### src/design/erfp_pkg.sv
// Shared types, constants and the CRC8 step function for the ESP3 frame parser.
`timescale 1ns / 1ps

package erfp_pkg;

    localparam logic [7:0] SYNC_BYTE   = 8'h55;
    localparam logic [7:0] CRC_POLY    = 8'h07;
    localparam int         MIN_RECORD  = 6;
    // Count field of a queued frame; covers the largest store the block supports.
    localparam int         CNT_W       = 6;
    localparam int         QUEUE_DEPTH = 2;

    typedef enum logic [1:0] {
        KIND_USER    = 2'd0,
        KIND_SUMMARY = 2'd1,
        KIND_ERROR   = 2'd2
    } kind_t;

    typedef enum logic [2:0] {
        ERR_NONE       = 3'd0,
        ERR_NO_SYNC    = 3'd1,
        ERR_HDR_CRC    = 3'd2,
        ERR_DATA_CRC   = 3'd3,
        ERR_WRONG_TYPE = 3'd4,
        ERR_BAD_LENGTH = 3'd5
    } err_t;

    // One job handed from the parser to the result sequencer.
    typedef struct packed {
        logic             is_frame;
        err_t             err;
        logic             bank;
        logic [7:0]       org;
        logic [31:0]      id;
        logic [7:0]       status;
        logic [7:0]       dbm;
        logic [CNT_W-1:0] cnt;
    } job_t;

    typedef struct packed {
        logic             en;
        logic             bank;
        logic [CNT_W-1:0] addr;
        logic [7:0]       data;
    } store_wr_t;

    typedef struct packed {
        logic en;
        logic bank;
    } bank_rel_t;

    function automatic logic [7:0] crc8_step(input logic [7:0] crc, input logic [7:0] data);
        logic [7:0] v;
        v = crc ^ data;
        for (int i = 0; i < 8; i++)
        begin
            v = v[7] ? ((v << 1) ^ CRC_POLY) : (v << 1);
        end
        return v;
    endfunction

endpackage

### src/design/erfp_ifs.sv
// Valid/ready channel interfaces for received bytes and parser results.
`timescale 1ns / 1ps

interface erfp_rx_if;
    logic       valid;
    logic       ready;
    logic [7:0] rx_byte;

    modport source (output valid, output rx_byte, input ready);
    modport sink (input valid, input rx_byte, output ready);
endinterface

interface erfp_res_if;
    logic        valid;
    logic        ready;
    logic [1:0]  kind;
    logic [7:0]  user_byte;
    logic [7:0]  radio_org;
    logic [31:0] sender_id;
    logic [7:0]  telegram_status;
    logic [7:0]  signal_dbm;
    logic [4:0]  user_count;
    logic [2:0]  error_code;
    logic        last;

    modport source (output valid, output kind, output user_byte, output radio_org,
                    output sender_id, output telegram_status, output signal_dbm,
                    output user_count, output error_code, output last, input ready);
    modport sink (input valid, input kind, input user_byte, input radio_org,
                  input sender_id, input telegram_status, input signal_dbm,
                  input user_count, input error_code, input last, output ready);
endinterface

### src/design/erfp_front.sv
// Byte parser: frame state machine, CRC8, header checks and job generation.
`timescale 1ns / 1ps

module erfp_front #(
    parameter int MAX_USER_BYTES = 16
) (
    input  logic                clk,
    input  logic                rst_n,
    erfp_rx_if.sink             rx,
    input  logic [7:0]          accepted_type,
    input  logic                q_full,
    output logic                push,
    output erfp_pkg::job_t      push_job,
    output erfp_pkg::store_wr_t store_wr,
    input  erfp_pkg::bank_rel_t bank_rel
);
    import erfp_pkg::*;

    localparam int BCW = $clog2(MAX_USER_BYTES + MIN_RECORD + 256);

    typedef enum logic [2:0] {
        PH_HUNT,
        PH_HEADER,
        PH_HCRC,
        PH_BODY,
        PH_DCRC
    } phase_t;

    phase_t         phase_reg, phase_next;
    logic [BCW-1:0] cnt_reg, cnt_next;
    logic [15:0]    rec_reg, rec_next;
    logic [7:0]     opt_reg, opt_next;
    logic [7:0]     typ_reg, typ_next;
    logic [7:0]     crc_reg, crc_next;
    logic [7:0]     org_reg, org_next;
    logic [31:0]    id_reg, id_next;
    logic [7:0]     st_reg, st_next;
    logic [7:0]     dbm_reg, dbm_next;
    logic           garb_reg, garb_next;
    logic           bank_reg, bank_next;
    logic [1:0]     busy_reg, busy_next;

    logic        accept;
    logic [7:0]  b;
    logic [7:0]  crc_new;
    logic [16:0] p17;
    logic [16:0] n17;

    assign rx.ready = !q_full && !(phase_reg == PH_BODY && busy_reg[bank_reg]);
    assign accept   = rx.valid && rx.ready;
    assign b        = rx.rx_byte;
    assign crc_new  = crc8_step(crc_reg, b);
    assign p17      = 17'(cnt_reg);
    assign n17      = 17'(rec_reg) - 17'(MIN_RECORD);

    always_comb
    begin
        phase_next = phase_reg;
        cnt_next   = cnt_reg;
        rec_next   = rec_reg;
        opt_next   = opt_reg;
        typ_next   = typ_reg;
        crc_next   = crc_reg;
        org_next   = org_reg;
        id_next    = id_reg;
        st_next    = st_reg;
        dbm_next   = dbm_reg;
        garb_next  = garb_reg;
        bank_next  = bank_reg;
        push       = 1'b0;
        push_job   = '0;
        store_wr   = '0;

        if (accept)
        begin
            unique case (phase_reg)
                PH_HUNT:
                begin
                    if (b == SYNC_BYTE)
                    begin
                        garb_next  = 1'b0;
                        phase_next = PH_HEADER;
                        cnt_next   = '0;
                        crc_next   = '0;
                        rec_next   = '0;
                        opt_next   = '0;
                        typ_next   = '0;
                        org_next   = '0;
                        id_next    = '0;
                        st_next    = '0;
                        dbm_next   = '0;
                    end
                    else if (!garb_reg)
                    begin
                        push         = 1'b1;
                        push_job.err = ERR_NO_SYNC;
                        garb_next    = 1'b1;
                    end
                end
                PH_HEADER:
                begin
                    crc_next = crc_new;
                    unique case (cnt_reg[1:0])
                        2'd0: rec_next = {b, 8'h00};
                        2'd1: rec_next = {rec_reg[15:8], b};
                        2'd2: opt_next = b;
                        2'd3: typ_next = b;
                    endcase
                    cnt_next = cnt_reg + 1'b1;
                    if (cnt_reg[1:0] == 2'd3)
                    begin
                        phase_next = PH_HCRC;
                    end
                end
                PH_HCRC:
                begin
                    // Check order: header CRC, packet type, length.
                    if (b != crc_reg)
                    begin
                        push         = 1'b1;
                        push_job.err = ERR_HDR_CRC;
                    end
                    else if (typ_reg != accepted_type)
                    begin
                        push         = 1'b1;
                        push_job.err = ERR_WRONG_TYPE;
                    end
                    else if (rec_reg < 16'(MIN_RECORD) ||
                             17'(rec_reg) > 17'(MAX_USER_BYTES + MIN_RECORD))
                    begin
                        push         = 1'b1;
                        push_job.err = ERR_BAD_LENGTH;
                    end
                    else
                    begin
                        phase_next = PH_BODY;
                        cnt_next   = '0;
                        crc_next   = '0;
                    end
                    if (push)
                    begin
                        phase_next = PH_HUNT;
                        garb_next  = 1'b1;
                    end
                end
                PH_BODY:
                begin
                    crc_next = crc_new;
                    if (p17 == 17'd0)
                    begin
                        org_next = b;
                    end
                    else if (p17 <= n17)
                    begin
                        store_wr.en   = 1'b1;
                        store_wr.bank = bank_reg;
                        store_wr.addr = CNT_W'(p17 - 17'd1);
                        store_wr.data = b;
                    end
                    else if (p17 <= n17 + 17'd4)
                    begin
                        id_next = {id_reg[23:0], b};
                    end
                    else if (p17 == n17 + 17'd5)
                    begin
                        st_next = b;
                    end
                    else if (p17 == 17'(rec_reg) + 17'd5)
                    begin
                        dbm_next = b;
                    end
                    cnt_next = cnt_reg + 1'b1;
                    if (p17 + 17'd1 >= 17'(rec_reg) + 17'(opt_reg))
                    begin
                        phase_next = PH_DCRC;
                    end
                end
                PH_DCRC:
                begin
                    push       = 1'b1;
                    phase_next = PH_HUNT;
                    if (b != crc_reg)
                    begin
                        push_job.err = ERR_DATA_CRC;
                        garb_next    = 1'b1;
                    end
                    else
                    begin
                        push_job.is_frame = 1'b1;
                        push_job.err      = ERR_NONE;
                        push_job.bank     = bank_reg;
                        push_job.org      = org_reg;
                        push_job.id       = id_reg;
                        push_job.status   = st_reg;
                        push_job.dbm      = (opt_reg >= 8'(MIN_RECORD)) ? dbm_reg : 8'h00;
                        push_job.cnt      = CNT_W'(n17);
                        bank_next         = ~bank_reg;
                        garb_next         = 1'b0;
                    end
                end
                default:
                begin
                    phase_next = PH_HUNT;
                end
            endcase
        end
    end

    // Store bank ownership: a queued frame holds its bank until its summary issues.
    always_comb
    begin
        busy_next = busy_reg;
        if (bank_rel.en)
        begin
            busy_next[bank_rel.bank] = 1'b0;
        end
        if (push && push_job.is_frame)
        begin
            busy_next[bank_reg] = 1'b1;
        end
    end

    always_ff @(posedge clk or negedge rst_n)
    begin
        if (!rst_n)
        begin
            phase_reg <= PH_HUNT;
            cnt_reg   <= '0;
            rec_reg   <= '0;
            opt_reg   <= '0;
            typ_reg   <= '0;
            crc_reg   <= '0;
            org_reg   <= '0;
            id_reg    <= '0;
            st_reg    <= '0;
            dbm_reg   <= '0;
            garb_reg  <= 1'b0;
            bank_reg  <= 1'b0;
            busy_reg  <= '0;
        end
        else
        begin
            phase_reg <= phase_next;
            cnt_reg   <= cnt_next;
            rec_reg   <= rec_next;
            opt_reg   <= opt_next;
            typ_reg   <= typ_next;
            crc_reg   <= crc_next;
            org_reg   <= org_next;
            id_reg    <= id_next;
            st_reg    <= st_next;
            dbm_reg   <= dbm_next;
            garb_reg  <= garb_next;
            bank_reg  <= bank_next;
            busy_reg  <= busy_next;
        end
    end

`ifndef SYNTHESIS
    a_store_wr_free_bank: assert property (@(posedge clk) disable iff (!rst_n)
        store_wr.en |-> !busy_reg[store_wr.bank])
        else $error("user byte written into a bank still owned by a queued frame");

    a_push_not_full: assert property (@(posedge clk) disable iff (!rst_n)
        push |-> !q_full)
        else $error("job pushed into a full queue");

    a_release_busy: assert property (@(posedge clk) disable iff (!rst_n)
        bank_rel.en |-> busy_reg[bank_rel.bank])
        else $error("release of a bank that is not owned");
`endif

endmodule

### src/design/erfp_queue.sv
// Two-entry job queue between the byte parser and the result sequencer.
`timescale 1ns / 1ps

module erfp_queue (
    input  logic           clk,
    input  logic           rst_n,
    input  logic           push,
    input  erfp_pkg::job_t push_job,
    input  logic           pop,
    output logic           head_valid,
    output erfp_pkg::job_t head,
    output logic           full
);
    import erfp_pkg::*;

    localparam int PW = $clog2(QUEUE_DEPTH);
    localparam int CW = $clog2(QUEUE_DEPTH + 1);

    job_t          entry_reg [QUEUE_DEPTH];
    logic [PW-1:0] wr_ptr_reg, wr_ptr_next;
    logic [PW-1:0] rd_ptr_reg, rd_ptr_next;
    logic [CW-1:0] count_reg, count_next;

    assign head_valid = (count_reg != '0);
    assign head       = entry_reg[rd_ptr_reg];
    assign full       = (count_reg == CW'(QUEUE_DEPTH));

    always_comb
    begin
        wr_ptr_next = wr_ptr_reg;
        rd_ptr_next = rd_ptr_reg;
        count_next  = count_reg;
        if (push)
        begin
            wr_ptr_next = (wr_ptr_reg == PW'(QUEUE_DEPTH - 1)) ? '0 : wr_ptr_reg + 1'b1;
        end
        if (pop)
        begin
            rd_ptr_next = (rd_ptr_reg == PW'(QUEUE_DEPTH - 1)) ? '0 : rd_ptr_reg + 1'b1;
        end
        case ({push, pop})
            2'b10:   count_next = count_reg + 1'b1;
            2'b01:   count_next = count_reg - 1'b1;
            default: count_next = count_reg;
        endcase
    end

    always_ff @(posedge clk or negedge rst_n)
    begin
        if (!rst_n)
        begin
            wr_ptr_reg <= '0;
            rd_ptr_reg <= '0;
            count_reg  <= '0;
        end
        else
        begin
            wr_ptr_reg <= wr_ptr_next;
            rd_ptr_reg <= rd_ptr_next;
            count_reg  <= count_next;
        end
    end

    always_ff @(posedge clk)
    begin
        if (push)
        begin
            entry_reg[wr_ptr_reg] <= push_job;
        end
    end

endmodule

### src/design/erfp_back.sv
// Result sequencer: user byte store, read stage and registered result output.
`timescale 1ns / 1ps

module erfp_back #(
    parameter int MAX_USER_BYTES = 16
) (
    input  logic                clk,
    input  logic                rst_n,
    input  logic                head_valid,
    input  erfp_pkg::job_t      head,
    output logic                pop,
    input  erfp_pkg::store_wr_t store_wr,
    output erfp_pkg::bank_rel_t bank_rel,
    erfp_res_if.source          res
);
    import erfp_pkg::*;

    // Byte index runs up to the full user count before the summary issues.
    localparam int IW = $clog2(MAX_USER_BYTES + 1);
    localparam int AW = $clog2(2 * MAX_USER_BYTES);
    localparam int SD = 2 * MAX_USER_BYTES;

    // Two banks: one filled by the parser while the other is read out.
    logic [7:0]    store_mem [SD];
    logic [7:0]    rd_data_reg;

    logic [IW-1:0] idx_reg, idx_next;
    logic          b_valid_reg;
    logic          b_user_reg;
    job_t          b_job_reg;

    logic          out_valid_reg;
    kind_t         kind_reg;
    logic [7:0]    user_byte_reg;
    logic [7:0]    org_reg;
    logic [31:0]   id_reg;
    logic [7:0]    st_reg;
    logic [7:0]    dbm_reg;
    logic [4:0]    cnt_reg;
    err_t          err_reg;
    logic          last_reg;

    logic          advance_out;
    logic          b_move;
    logic          b_free;
    logic          issue;
    logic          is_user;
    logic          rd_en;
    logic [AW-1:0] wr_addr;
    logic [AW-1:0] rd_addr;

    assign advance_out = !out_valid_reg || res.ready;
    assign b_move      = b_valid_reg && advance_out;
    assign b_free      = !b_valid_reg || advance_out;
    assign issue       = head_valid && b_free;
    assign is_user     = head.is_frame && (CNT_W'(idx_reg) < head.cnt);
    assign rd_en       = issue && is_user;
    assign pop         = issue && !is_user;
    assign idx_next    = is_user ? idx_reg + 1'b1 : '0;

    assign bank_rel.en   = pop && head.is_frame;
    assign bank_rel.bank = head.bank;

    assign wr_addr = store_wr.bank ? AW'(MAX_USER_BYTES) + AW'(IW'(store_wr.addr))
                                   : AW'(IW'(store_wr.addr));
    assign rd_addr = head.bank ? AW'(MAX_USER_BYTES) + AW'(idx_reg) : AW'(idx_reg);

    always_ff @(posedge clk)
    begin
        if (store_wr.en)
        begin
            store_mem[wr_addr] <= store_wr.data;
        end
        if (rd_en)
        begin
            rd_data_reg <= store_mem[rd_addr];
        end
    end

    always_ff @(posedge clk or negedge rst_n)
    begin
        if (!rst_n)
        begin
            idx_reg       <= '0;
            b_valid_reg   <= 1'b0;
            out_valid_reg <= 1'b0;
        end
        else
        begin
            if (issue)
            begin
                idx_reg     <= idx_next;
                b_valid_reg <= 1'b1;
            end
            else if (b_move)
            begin
                b_valid_reg <= 1'b0;
            end
            if (b_move)
            begin
                out_valid_reg <= 1'b1;
            end
            else if (res.ready)
            begin
                out_valid_reg <= 1'b0;
            end
        end
    end

    always_ff @(posedge clk)
    begin
        if (issue)
        begin
            b_user_reg <= is_user;
            b_job_reg  <= head;
        end
        if (b_move)
        begin
            user_byte_reg <= '0;
            org_reg       <= '0;
            id_reg        <= '0;
            st_reg        <= '0;
            dbm_reg       <= '0;
            cnt_reg       <= '0;
            err_reg       <= ERR_NONE;
            if (b_user_reg)
            begin
                kind_reg      <= KIND_USER;
                user_byte_reg <= rd_data_reg;
                last_reg      <= 1'b0;
            end
            else if (b_job_reg.is_frame)
            begin
                kind_reg <= KIND_SUMMARY;
                org_reg  <= b_job_reg.org;
                id_reg   <= b_job_reg.id;
                st_reg   <= b_job_reg.status;
                dbm_reg  <= b_job_reg.dbm;
                cnt_reg  <= 5'(b_job_reg.cnt);
                last_reg <= 1'b1;
            end
            else
            begin
                kind_reg <= KIND_ERROR;
                err_reg  <= b_job_reg.err;
                last_reg <= 1'b1;
            end
        end
    end

    assign res.valid           = out_valid_reg;
    assign res.kind            = kind_reg;
    assign res.user_byte       = user_byte_reg;
    assign res.radio_org       = org_reg;
    assign res.sender_id       = id_reg;
    assign res.telegram_status = st_reg;
    assign res.signal_dbm      = dbm_reg;
    assign res.user_count      = cnt_reg;
    assign res.error_code      = err_reg;
    assign res.last            = last_reg;

`ifndef SYNTHESIS
    a_stage_hold: assert property (@(posedge clk) disable iff (!rst_n)
        (b_valid_reg && !advance_out) |=> (b_valid_reg && $stable(b_job_reg)))
        else $error("read stage changed while the output was stalled");

    a_frame_all_bytes: assert property (@(posedge clk) disable iff (!rst_n)
        (pop && head.is_frame) |-> (CNT_W'(idx_reg) == head.cnt))
        else $error("frame summary issued before all user bytes");

    a_error_idx_idle: assert property (@(posedge clk) disable iff (!rst_n)
        (head_valid && !head.is_frame) |-> (idx_reg == '0))
        else $error("byte index left nonzero when an error job reached the head");
`endif

endmodule

### src/design/esp3_radio_frame_parser_unit.sv
// A frame end or error pushes a job through the queue, read stage and output register.
// Throughput: one received byte per cycle unless stalled; one result per cycle on res.ready.
// Body bytes stall only while both user store banks are held by queued frames.
// The 2-entry job queue stalls the byte input when full.
// Reset: asynchronous, active low; parser hunts for sync, queue and output empty,
// accepted_packet_type returns to 1. No clearing pass is needed.
`timescale 1ns / 1ps

module esp3_radio_frame_parser_unit #(
    parameter int MAX_USER_BYTES = 16
) (
    input  logic        clk,
    input  logic        rst_n,
    erfp_rx_if.sink     rx,
    erfp_res_if.source  res,
    input  logic        psel,
    input  logic        penable,
    input  logic        pwrite,
    input  logic [2:0]  paddr,
    input  logic [31:0] pwdata,
    output logic [31:0] prdata,
    output logic        pready
);
    import erfp_pkg::*;

    // Register map: byte address 0 holds accepted_packet_type.
    localparam logic REG_ACCEPTED_TYPE = 1'b0;

    logic [7:0] accepted_type_reg;
    logic       cfg_write;

    logic       q_push;
    job_t       q_push_job;
    logic       q_pop;
    logic       q_head_valid;
    job_t       q_head;
    logic       q_full;
    store_wr_t  store_wr;
    bank_rel_t  bank_rel;

    // APB: zero wait states; the write lands on the access cycle.
    assign pready    = 1'b1;
    assign cfg_write = psel && penable && pwrite && pready;

    always_ff @(posedge clk or negedge rst_n)
    begin
        if (!rst_n)
        begin
            accepted_type_reg <= 8'd1;
        end
        else if (cfg_write && paddr[2] == REG_ACCEPTED_TYPE)
        begin
            accepted_type_reg <= pwdata[7:0];
        end
    end

    // Reads return the register at addresses 0 to 3; addresses 4 to 7 read as zero.
    assign prdata = (paddr[2] == REG_ACCEPTED_TYPE) ? {24'h000000, accepted_type_reg} : '0;

    // Front: take one byte a cycle unless stalled, track the frame, push a job per result run.
    erfp_front #(
        .MAX_USER_BYTES(MAX_USER_BYTES)
    ) u_front (
        .clk          (clk),
        .rst_n        (rst_n),
        .rx           (rx),
        .accepted_type(accepted_type_reg),
        .q_full       (q_full),
        .push         (q_push),
        .push_job     (q_push_job),
        .store_wr     (store_wr),
        .bank_rel     (bank_rel)
    );

    // Queue: decouple byte parsing from the result runs at frame end.
    erfp_queue u_queue (
        .clk       (clk),
        .rst_n     (rst_n),
        .push      (q_push),
        .push_job  (q_push_job),
        .pop       (q_pop),
        .head_valid(q_head_valid),
        .head      (q_head),
        .full      (q_full)
    );

    // Back: read out user bytes, then the summary or the error status.
    erfp_back #(
        .MAX_USER_BYTES(MAX_USER_BYTES)
    ) u_back (
        .clk       (clk),
        .rst_n     (rst_n),
        .head_valid(q_head_valid),
        .head      (q_head),
        .pop       (q_pop),
        .store_wr  (store_wr),
        .bank_rel  (bank_rel),
        .res       (res)
    );

endmodule
### src/flat_wrapper.sv
// flat-port wrapper written by rule: the top's interface ports become plain ports
module esp3_radio_frame_parser_unit_flat import erfp_pkg::*;
#(
    parameter int MAX_USER_BYTES = 16
)
  (clk, rst_n, psel, penable, pwrite, paddr, pwdata, prdata, pready, rx_valid, rx_rx_byte, rx_ready, res_valid, res_kind, res_user_byte, res_radio_org, res_sender_id, res_telegram_status, res_signal_dbm, res_user_count, res_error_code, res_last, res_ready);
  erfp_rx_if rx_i ();
  erfp_res_if res_i ();
  input  logic clk;
  input  logic rst_n;
  input  logic psel;
  input  logic penable;
  input  logic pwrite;
  input  logic [2:0] paddr;
  input  logic [31:0] pwdata;
  output logic [31:0] prdata;
  output logic pready;
  input wire logic [$bits(rx_i.valid)-1:0] rx_valid;
  input wire logic [$bits(rx_i.rx_byte)-1:0] rx_rx_byte;
  output wire logic [$bits(rx_i.ready)-1:0] rx_ready;
  output wire logic [$bits(res_i.valid)-1:0] res_valid;
  output wire logic [$bits(res_i.kind)-1:0] res_kind;
  output wire logic [$bits(res_i.user_byte)-1:0] res_user_byte;
  output wire logic [$bits(res_i.radio_org)-1:0] res_radio_org;
  output wire logic [$bits(res_i.sender_id)-1:0] res_sender_id;
  output wire logic [$bits(res_i.telegram_status)-1:0] res_telegram_status;
  output wire logic [$bits(res_i.signal_dbm)-1:0] res_signal_dbm;
  output wire logic [$bits(res_i.user_count)-1:0] res_user_count;
  output wire logic [$bits(res_i.error_code)-1:0] res_error_code;
  output wire logic [$bits(res_i.last)-1:0] res_last;
  input wire logic [$bits(res_i.ready)-1:0] res_ready;
  assign rx_i.valid = rx_valid;
  assign rx_i.rx_byte = rx_rx_byte;
  assign rx_ready = rx_i.ready;
  assign res_valid = res_i.valid;
  assign res_kind = res_i.kind;
  assign res_user_byte = res_i.user_byte;
  assign res_radio_org = res_i.radio_org;
  assign res_sender_id = res_i.sender_id;
  assign res_telegram_status = res_i.telegram_status;
  assign res_signal_dbm = res_i.signal_dbm;
  assign res_user_count = res_i.user_count;
  assign res_error_code = res_i.error_code;
  assign res_last = res_i.last;
  assign res_i.ready = res_ready;
  esp3_radio_frame_parser_unit #(.MAX_USER_BYTES(MAX_USER_BYTES)) u_core (.clk(clk), .rst_n(rst_n), .rx(rx_i), .res(res_i), .psel(psel), .penable(penable), .pwrite(pwrite), .paddr(paddr), .pwdata(pwdata), .prdata(prdata), .pready(pready));
endmodule
### config.mk
export PLATFORM = sky130hd
export DESIGN_NAME = esp3_radio_frame_parser_unit_flat
export DESIGN_NICKNAME = d
export VERILOG_FILES = /design/src/design/erfp_pkg.sv /design/src/design/erfp_ifs.sv /design/src/design/erfp_front.sv /design/src/design/erfp_queue.sv /design/src/design/erfp_back.sv /design/src/design/esp3_radio_frame_parser_unit.sv /design/src/flat_wrapper.sv
export SDC_FILE = /design/constraint.sdc
export NUM_CORES = 1
export LEC_CHECK = 0
export ABC_AREA = 1
export ABC_CLOCK_PERIOD_IN_PS = 7360
export BUFFER_PORTS_ARGS = -buffer_cell sky130_fd_sc_hd__buf_2
export CORE_UTILIZATION = 37
export DETAILED_ROUTE_END_ITERATION = 6
export GPL_TIMING_DRIVEN = 0
export PLACE_DENSITY_LB_ADDON = 0.3
export SYNTH_ARGS = -nofsm -noshare
export SYNTH_HDL_FRONTEND = slang
export SYNTH_HIERARCHICAL = 1
export SYNTH_SLANG_ARGS = --single-unit
### constraint.sdc
create_clock -name clk -period 7.36 [get_ports clk]
set_input_delay 1.104 -clock clk [delete_from_list [all_inputs] [get_ports clk]]
set_output_delay 1.104 -clock clk [all_outputs]
set_load 0.02 [all_outputs]
# ---- After elaboration in Yosys (flattened, before gate mapping)
# Memory sizes are Yosys's and may differ from the RTL's. A register that Yosys moved wholly into a read port is not among the register bits.
# Index checks and enable logic that the tools add are counted.
dict set report totals {
  mem_count 2
  romBits 0
  mem_bits_rw 390
  latchBits 0
  register_bits 272
  wordCells 274
}
dict set report op_classes {
  n_reduce_logical 49
  n_mul 0
  shift 0
  n_addsub 15
  n_eq_ne 37
  bitwise 16
  div 0
  n_mux 106
  n_lt_le_gt_ge 11
}
# memory words width read_ports rd_ports_with_merged_regs write_ports line
set memory_table {}
lappend memory_table {u_core.u_back.store_mem 32 8 1 1 1 erfp_back.sv:24} ;# logic [7:0] store_mem [SD];
lappend memory_table {u_core.u_queue.entry_reg 2 67 1 0 1 erfp_queue.sv:19} ;# job_t entry_reg [QUEUE_DEPTH];
# operator n
set ops {}
lappend ops {{$mux 8} 18}
lappend ops {{$mux 32} 4}
lappend ops {{$mux 63} 2}
lappend ops {{$mux 16} 5}
lappend ops {{$pmux 8 s2} 5}
lappend ops {{$mux 67} 1}
lappend ops {{$pmux 16 s2} 2}
lappend ops {{$pmux 32 s2} 1}
lappend ops {{$mux 3} 18}
lappend ops {{$mux 9} 4}
lappend ops {{$add 17x3->17 const B} 2}
lappend ops {{$eq 9x17->1} 2}
lappend ops {{$le 9x17->1} 2}
lappend ops {{$mux 1} 30}
lappend ops {{$pmux 9 s3} 1}
lappend ops {{$not 3->3} 8}
lappend ops {{$pmux 8 s3} 1}
lappend ops {{$ne 2x2->1 const B} 11}
lappend ops {{$add 16x3->17 const B} 1}
lappend ops {{$add 16x8->17} 1}
lappend ops {{$ge 10x17->1} 1}
lappend ops {{$logic_not 17->1} 1}
lappend ops {{$sub 16x3->17 const B} 1}
lappend ops {{$gt 16x5->1 const B} 1}
lappend ops {{other kinds (49)} 111}

# ---- Logic depth before layout (Yosys ltp)
dict set report logic_depth {
  word_depth 18
  depth_mapped 26
}

# ---- By module
# Netlist, hierarchy kept.
# module seq_area_each_um2 n_inst area_each_um2 cells_per_inst
set by_module_without_submodules {}
lappend by_module_without_submodules {erfp_back 12336.8 1 16689.8 1451}
lappend by_module_without_submodules {erfp_front 2802.7 1 8902.3 1282}
lappend by_module_without_submodules {erfp_queue 4124.0 1 5195.0 374}
lappend by_module_without_submodules {esp3_radio_frame_parser_unit 201.4 1 610.6 81}

# ---- Worst setup path before layout
# No wires, ideal clock.
dict set report synth_path {
  path_type {input to register}
  start {input rx_rx_byte[5]}
  end {memory u_core/u_queue/entry_reg[0][0] in the netlist's numbering, enable pin}
  setup_ps 493
  arrival_time_ps 4868
  required_time_ps 6867
  stages 11
  n_path_buf 0
  slack_ps 1998
  path_cell_list {xnor2_1 ha_1 nand3_1 nor3_1 inv_1 o31ai_1 nand3_1 nand2_1 inv_1 inv_1 nor2_1}
}
dict set report synth_via {
  elab_chain_len 8
}
# item line
set synth_rtl {}
lappend synth_rtl {{start, declared} flat_wrapper.sv:19} ;# input wire logic [$bits(rx_i.rx_byte)-1:0] rx_rx_byte;
lappend synth_rtl {{$ne 8x8->1} erfp_front.sv:118} ;# if (b != crc_reg)
lappend synth_rtl {{$mux 1} erfp_front.sv:118}
lappend synth_rtl {{$mux 1} erfp_front.sv:76} ;# unique case (phase_reg)
lappend synth_rtl {{$mux 1} erfp_front.sv:74} ;# if (accept)
lappend synth_rtl {{$pmux 1 s3 *} erfp_front.sv:76}
lappend synth_rtl {{$mux 1 *} erfp_front.sv:74}
lappend synth_rtl {{named net u_core.q_push} esp3_radio_frame_parser_unit.sv:32} ;# logic q_push;
lappend synth_rtl {{$mux 1 *} erfp_queue.sv:66} ;# if (push)
lappend synth_rtl {{$mux 1 (implied by the code) *} erfp_queue.sv:68} ;# entry_reg[wr_ptr_reg] <= push_job;
lappend synth_rtl {{end, declared} erfp_queue.sv:19}
# The timed path passes the listed nets; every way through them passes the cells marked *. The select of a mux whose other input is x is not followed.

==> impl_metrics.toml <==
[worst_setup_path]
critPathCaptureType = "flop"
rrSetupSlack_ns = 1.72
critical_path_class = "reg -> reg"
cp.arrival_ns = 5.88
cp_cell_sequence = "ha_1 -> xnor2_2 -> inv_1 -> ha_1 -> nand2_1 -> nor2_1 -> nand3_1 -> nand3_1 -> nand2_1 -> nand2_1 -> nand4_2 -> nand4_1 -> clkbuf_1 -> nor2_1 -> xnor2_1 -> nand3_1 -> nor2_1"
crit_path_top_delay_cell = "nor2_1"
start_kind = "flop"
critPathMaxStageDelay_ns = 0.81
cp_num_buf_inv = 2
crit_family = "simple AND/OR/NAND/NOR gates"
cp.required_ns = 7.60
worst-path-max-fanout = 11

[die]
top_level_ports = 160
die-height_um = 293
initial_core_util_pct = 37.4
die_w_um = 293
core.rowCount = 106
dieArea_um2 = 86000
core_area_um2 = 83800

[timing]
fmax_mhz = 177
hold_violations = 0
slew_headroom_pct = -4.48
finClkSkew_ns = 0.0290
slew_viol_final = 9
worst_pin_slew_ns = 1.56
worst_hold_slack_ns = 0.409
final-setup-viol-count = 0
setup_ws_ns = 1.72
finalCritPeriodShare_pct = 76.6
fin_crit_ns = 5.64
rsz0062_at_grt = "no"

[yosys]
avgSynthCellArea_um2 = 9.85
syn_area_um2 = 31400
synth_cells = 3185
ys_warn_count = 6

[cts]
hold_buffers = 0
numCtsBuffers = 73
cts-root-buf = "clkbuf_16"
ctsLongestPathBuffers = 3
clk_pin_slew_ns = 0.06
cts_tree = "done"
clock_latency_ns = 0.63
cts.repair.resized = 0
htreeDepth = 3
cts_setup_buffers = 0
cts_sinks = 670

[detailed_routing]
drtAntennaViolNets = 0
topRoutingLayerUsed = "met5"
wl_mm = 78.2
route.met3.wl_mm = 4.51
viasPerCell = 4.73
wl_per_cell_um = 17.0
met2WireLength_mm = 36.3
remaining_drc_errors = 0
first_iter_violations = 1943
vias = 21700
met1_length_mm = 35.0
first_pass_iters = 6

[hold_path]
hold_class = "in -> async"

[power]
p_leak_nw = 16.1
ir_drop_v = 0.000182
pwr_density_cell_nw_per_um2 = 389

[global_route]
grt_max_degree = 84
grt_pass1_vias = 20700
grt_overflow = 0
track_usage_pct = 18.3
grt_pass1_wl_mm = 120
antenna_found_initial = 5

[final_layout]
largest_reg_flops = 256
diodes = 0
nFillCells = 8022
finish.utilization_pct = 43.1
seqCellArea_um2 = 19500
instances_no_fill = 4592
multiInputGateArea_um2 = 9290
drive_above_1_share_pct = 12.4
layout.nets = 3509
area_delta_synth_final_pct = 15.2

[outcome]
status = "finished, violations left"
violations = "capacitance limit, slew limit"

[placement]
port-buffer-count = 107
globalplace.congestion = 0.890
placed_cells = 4461
pre_cts_slack_ns = 1.85
dp_hpwl_mm = 55.0

[job]
maxCapViolCount = 1
==> power by group <==
part	total (mW)	internal (mW)	leakage [nW]	switching (mW)
Sequential	5.26	4.98	6.67	0.282
Combinational	5.20	1.54	8.22	3.66
Clock	3.60	2.09	1.16	1.51
Total	14.1	8.62	16.1	5.45
==> final timing paths <==
check                                          start  cells after the start                            end
setup / recovery           u_core/u_front/rec_reg[1]                     17  u_core/u_back/store_mem[4][1]
hold / removal                                 rst_n                      1    u_core/accepted_type_reg[4]
setup reg to reg           u_core/u_front/rec_reg[1]                     17  u_core/u_back/store_mem[4][1]
hold reg to reg            u_core/u_front/dbm_reg[7]                      2      u_core/u_front/dbm_reg[7]
max in group asynchronous                      rst_n                      2    u_core/u_front/phase_reg[1]
min in group clk           u_core/u_front/dbm_reg[7]                      2      u_core/u_front/dbm_reg[7]
==> metrics by stage <==
step	area, µm²	power (mW)	setup TNS, ns
after floorplan	31500	8.91	0
after global placement	33400	10.5	-17.59
after detailed placement	33800	10.5	0
after CTS	36200	14.2	0
after global routing	36200	15.0	0
final	36200	14.1	0
==> cell usage in the layout, fill, tap and decap left out, types with 22 or more instances in the layout <==
| master | instances |
|---|---|
| a21oi_1 | 33 |
| buf_2 | 151 |
| buf_4 | 39 |
| clkbuf_1 | 51 |
| clkbuf_16 | 74 |
| conb_1 | 25 |
| dfrtp_1 | 130 |
| edfxtp_1 | 539 |
| ha_1 | 56 |
| inv_1 | 485 |
| inv_2 | 22 |
| nand2_1 | 831 |
| nand3_1 | 285 |
| nand4_1 | 42 |
| nor2_1 | 278 |
| o21ai_0 | 108 |
| xnor2_1 | 23 |
| xor2_1 | 60 |
==> cell type report <==
class | instances | area share, %
sequential | 670 | 53.8
clock inverter | 32 | 1.07
tap | 1134 | 3.92
clock buffer | 99 | 5.49
timing repair buffer | 119 | 2.31
buffer | 134 | 2.32
multi-input combinational | 1888 | 25.7
inverter | 516 | 5.37
==> layer usage <==
metal	GRT usage, %	vias up
met4	6.47	4
met5	0	-
met3	2.92	133
met2	29.3	589
met1	25.1	10300
li1	-	10700
==> worst reg2reg max path, stage by stage, from the launching register on <==
cell and delay [ns]:
dfrtp_1 0.60, ha_1 0.40, xnor2_2 0.36, inv_1 0.16
ha_1 0.32, nand2_1 0.05, nor2_1 0.13, nand3_1 0.09
nand3_1 0.10, nand2_1 0.06, nand2_1 0.08, nand4_2 0.19
nand4_1 0.49, clkbuf_1 0.40, nor2_1 0.10, xnor2_1 0.58
nand3_1 0.33, nor2_1 0.82
(Power assumes the default switching activity.)
